===== config.mk =====
export PLATFORM = sky130hd
export DESIGN_NAME = grdfs_stack
export DESIGN_NICKNAME = d
export VERILOG_FILES = /design/src/design/grdfs_pkg.sv /design/src/design/grdfs_stack.sv
export SDC_FILE = /design/constraint.sdc
export NUM_CORES = 2
export LEC_CHECK = 0
export ABC_AREA = 1
export BUFFER_PORTS_ARGS = -buffer_cell sky130_fd_sc_hd__buf_2
export CAP_MARGIN = 40
export CORE_MARGIN = 4
export CORE_UTILIZATION = 31
export DETAILED_ROUTE_END_ITERATION = 6
export PLACE_DENSITY_LB_ADDON = 0.25
export SYNTH_ARGS = -nofsm -noshare
export SYNTH_HDL_FRONTEND = slang
export SYNTH_SLANG_ARGS = --single-unit

===== constraint.sdc =====
create_clock -name aclk -period 3.19 [get_ports aclk]
set_input_delay 0 -clock aclk [delete_from_list [all_inputs] [get_ports aclk]]
set_output_delay 0 -clock aclk [all_outputs]
set_load 0.005 [all_outputs]

===== src/design/grdfs_pkg.sv =====
// ----------------------------------------------------------------------------
// grdfs_pkg
// Shared types and sizes for the graph reachability block.
// ----------------------------------------------------------------------------
package grdfs_pkg;

    localparam int MAX_VERTICES = 64;
    localparam int MAX_DEGREE   = 8;
    localparam int TABLE_DEPTH  = MAX_VERTICES * MAX_DEGREE;
    localparam int STACK_DEPTH  = TABLE_DEPTH + 1;

    localparam int VTX_W   = 6;                          // field width of a vertex number
    localparam int VIDX_W  = $clog2(MAX_VERTICES);       // index into per-vertex stores
    localparam int DEG_W   = $clog2(MAX_DEGREE + 1);     // holds 0..MAX_DEGREE
    localparam int TBL_AW  = $clog2(TABLE_DEPTH);
    localparam int STK_AW  = $clog2(STACK_DEPTH);
    localparam int LVL_W   = $clog2(STACK_DEPTH + 1);    // holds 0..STACK_DEPTH

    localparam logic MODE_EDGE  = 1'b0;
    localparam logic MODE_QUERY = 1'b1;

    localparam logic STATUS_OK   = 1'b0;
    localparam logic STATUS_FULL = 1'b1;

    typedef struct packed {
        logic             mode;
        logic [VTX_W-1:0] vertex_a;
        logic [VTX_W-1:0] vertex_b;
    } in_item_t;

    typedef struct packed {
        logic reachable;
        logic status;
    } out_item_t;

    // Requests from the sequencer to the adjacency store
    typedef struct packed {
        logic [VIDX_W-1:0] deg_rd_addr;
        logic              deg_wr_en;
        logic [VIDX_W-1:0] deg_wr_addr;
        logic [DEG_W-1:0]  deg_wr_data;
        logic [TBL_AW-1:0] tbl_rd_addr;
        logic              tbl_wr_en;
        logic [TBL_AW-1:0] tbl_wr_addr;
        logic [VTX_W-1:0]  tbl_wr_data;
    } adj_req_t;

    // Requests from the sequencer to the search stack
    typedef struct packed {
        logic              wr_en;
        logic [STK_AW-1:0] wr_addr;
        logic [VTX_W-1:0]  wr_data;
        logic [STK_AW-1:0] rd_addr;
    } stk_req_t;

    function automatic logic vtx_in_range(input logic [VTX_W-1:0] v);
        return ({1'b0, v} < (VTX_W+1)'(MAX_VERTICES));
    endfunction

    function automatic logic [VIDX_W-1:0] vtx_idx(input logic [VTX_W-1:0] v);
        return VIDX_W'(v);
    endfunction

    function automatic logic [TBL_AW-1:0] tbl_addr(input logic [VTX_W-1:0] v,
                                                   input logic [DEG_W-1:0] k);
        return TBL_AW'(v) * TBL_AW'(MAX_DEGREE) + TBL_AW'(k);
    endfunction

endpackage


===== src/design/grdfs_stack.sv =====
// ----------------------------------------------------------------------------
// grdfs_stack
// Search stack storage: one write and one registered read per cycle.
// ----------------------------------------------------------------------------
module grdfs_stack (
    input  logic                         aclk,
    input  grdfs_pkg::stk_req_t          req,
    output logic [grdfs_pkg::VTX_W-1:0]  rd_data
);
    import grdfs_pkg::*;

    logic [VTX_W-1:0] stk_mem [STACK_DEPTH];
    logic [VTX_W-1:0] rd_q_reg;

    always_ff @(posedge aclk) begin
        if (req.wr_en) begin
            stk_mem[req.wr_addr] <= req.wr_data;
        end
        rd_q_reg <= stk_mem[req.rd_addr];
    end

    assign rd_data = rd_q_reg;

endmodule


==> flow_metrics.py <==
metrics = {
    "run_status": {
        "outcome": "completed",
    },
    "floorplanning": {
        "start_util_pct": 31.09,
        "io_pins": 34,
        "die_height_um": 646.2,
        "rows": 234,
        "fp.dieW_um": 646.2,
        "die_area_sq_um": 417500,
        "core_sq_um": 406100,
    },
    "placement": {
        "dp_cells": 15680,
        "place.port_buffers": 33,
        "place_congestion": 0.8890,
        "placed_area_sq_um": 133000,
        "dpl.hpwl_um": 230900,
    },
    "route": {
        "wl_per_cell_um": 24.12,
        "ant_nets": 0,
        "drt_first_pass_iters": 6,
        "via_count": 83580,
        "via_per_inst": 5.129,
        "wl_um": 393100,
        "drcViolationCount": 0,
        "drt_iter0_drc": 9375,
    },
    "synth": {
        "yosys_warnings": 0,
        "syn_area_sq_um": 126300,
        "synth_edf_count": 3078,
        "synth_ff_type": "edfxtp_1",
        "netlist_instances": 10680,
        "syn_nets": 10700,
        "synthArstFlopShare_pct": 0,
        "yosysUniqueCellTypes": 19,
        "yosysSeqAreaShare_pct": 73.30,
        "post_synth.cell_area_avg_sq_um": 11.83,
        "ys_seq_elements": 3084,
    },
    "worst_setup_path": {
        "cp_top_family": "simple AND/OR/NAND/NOR gates",
        "crit_chain": "nand2_1 > nand3_1 > nand3_1 > nand3_1 > nand3_1 > nand3_1 > nand3_1 > nand3_1 > nand3_1 > nand2_1 > dlygate4sd3_1 > nand2_1 > nand2_1",
        "path_buf_inv": 1,
        "path_class": "reg2reg",
        "cpMaxStageDelayCell": "dlygate4sd3_1",
        "worstPathArrival_ns": 3.86,
        "cp_slowest_stage_delay_ns": 0.56,
        "worstPathMaxFanout": 1,
        "endpoint_kind": "flop",
        "worst_ep_required_time_ns": 4.00,
        "crit_top_cell": "nand3_1",
        "cp-start-kind": "flop",
    },
    "clock_tree": {
        "cts_tree": "done",
        "cts_max_level": 5,
        "clockBufferDepth": 4,
        "cts_setup_buffers": 0,
        "worst_skew_pair.late_latency_ns": 0.92,
        "path_clk_slew_ns": 0.06,
        "clk_root_buffer_cell": "clkbuf_16",
        "numCtsBuffers": 330,
        "cts.sinks": 3084,
    },
    "timing": {
        "fmax_mhz": 328.0,
        "fin_crit_ns": 3.049,
        "finalMaxSlewViolations": 0,
        "finalSetupViolCount": 0,
        "hold_viol_final": 0,
        "holdWs_ns": 0.05385,
        "rsz0062_at_grt": "false",
        "fin_skew_ns": 0.04523,
        "min_period_over_period_pct": 95.58,
        "worst_slew_pin_slew_ns": 0.9696,
        "relSlewSlack_pct": 35.36,
    },
    "pwr": {
        "p_per_area_nw_per_um2": 604.0,
        "p_int_w": 0.06678,
        "leakagePower_nw": 48.43,
        "net-switching-power_w": 0.01984,
        "fin_total_pwr_w": 0.08662,
        "ir_drop_v": 0.0004070,
        "comb_power_share_pct": 6.1,
        "p_seq_share_pct": 51.5,
        "pwr-share-clk_pct": 42.4,
        "switching_share_pct": 22.91,
    },
    "global_routing": {
        "grt_antenna_before_repair": 33,
        "overflow": 0,
        "grt_pass1_wl_um": 569900,
        "grt_pass1_vias": 81920,
        "track_usage_pct": 18.28,
        "grt_max_degree": 152,
    },
    "finish": {
        "final_util_pct": 35.32,
        "mostFrequentLayoutCells": "nand2_1 (3120), edfxtp_1 (3078), nand3_1 (3063), nor2_1 (553), clkbuf_16 (341)",
        "drive_gt1_share_pct": 7.314,
        "fin_area_sq_um": 143400,
        "syn_to_final_growth_pct": 13.59,
        "stdcell_count": 16300,
        "nets": 10640,
        "final_common_cell": "nand2_1",
    },
    "min_path": {
        "hold_path_class": "in2reg",
    },
    "run": {
        "drv_cap": 0,
    },
}
flip-flops by register name, indices dropped and copies added, names as in the netlist:
| name | cells |
|---|---|
| stk_mem | 3078 |
| rd_data | 6 |
power by group through the flow:
| stage | Combinational, W | Clock (W) | Sequential, W |
|---|---|---|---|
| floorplan | 0.00278 | 0 | 0.0455 |
| global placement | 0.00527 | 0 | 0.0455 |
| detailed placement | 0.00530 | 0 | 0.0455 |
| CTS | 0.00534 | 0.0374 | 0.0446 |
| global route | 0.00576 | 0.0391 | 0.0446 |
| finish | 0.00532 | 0.0367 | 0.0446 |
cells by family (layout without fill, tap and decap cells):
logic type / after synthesis / in the layout / share of synthesized area (%)
other: 0 / 11 / 0
DFF: 3084 / 3084 / 73.30
buffers and inverters: 815 / 996 / 3.505
and+or+nand+nor: 6776 / 6776 / 23.19
metal layers:
layer,vias up,global-route usage (%),wire [um]
li1,37750,-,-
met1,41880,25.33,168100
met2,3290,28.98,180600
met3,650,3.341,30670
met4,12,5.971,13600
met5,-,0,72
path summary, 6_finish.rpt:
check                                startpoint              end  slack, ns  cells past startpoint
worst min register to register  stk_mem[512][1]       rd_data[1]       0.46                      2
worst min-delay path                    req[10]  stk_mem[354][0]       0.05                      2
worst max register to register  stk_mem[501][2]       rd_data[2]       0.14                     13
worst max-delay path            stk_mem[501][2]       rd_data[2]       0.14                     13
stage by stage:
step	setup TNS, ns	worst slack [ns]
floorplan	0	1.659
global placement	-0.02962	-0.02962
detailed placement	0	0.05965
CTS	0	0.1231
global route	0	0.04820
finish	0	0.1410
final cells by class:
cell class / count / area, sq um
Fill cell: 39620 / 262700
Sequential cell: 3084 / 92550
Multi-Input combinational cell: 6776 / 29360
Clock buffer: 423 / 8841
Tap cell: 5428 / 6792
Timing Repair Buffer: 362 / 4310
Clock inverter: 156 / 1277
Inverter: 55 / 257.7
Antenna cell: 11 / 27.53
timing repair:
item                      in CTS  in global routing
resized for setup              0                  0
hold buffers                  26                  0
hold endpoints to repair    3102                  0
synth_stat cells (2+ instances only):
library cell,number,area (sq um)
dfxtp_1,6,120.1
clkbuf_1,147,551.8
nor3_1,6,30.03
buf_8,2,30.03
inv_1,51,191.4
buf_6,78,878.3
clkinv_1,2,7.510
nand3_1,3063,15330
buf_1,73,274.0
buf_4,65,488.0
nand2_1,3152,11830
buf_2,394,1972
edfxtp_1,3078,92430
nor2_1,553,2076
Note: power is estimated with default switching activity, not from simulation.
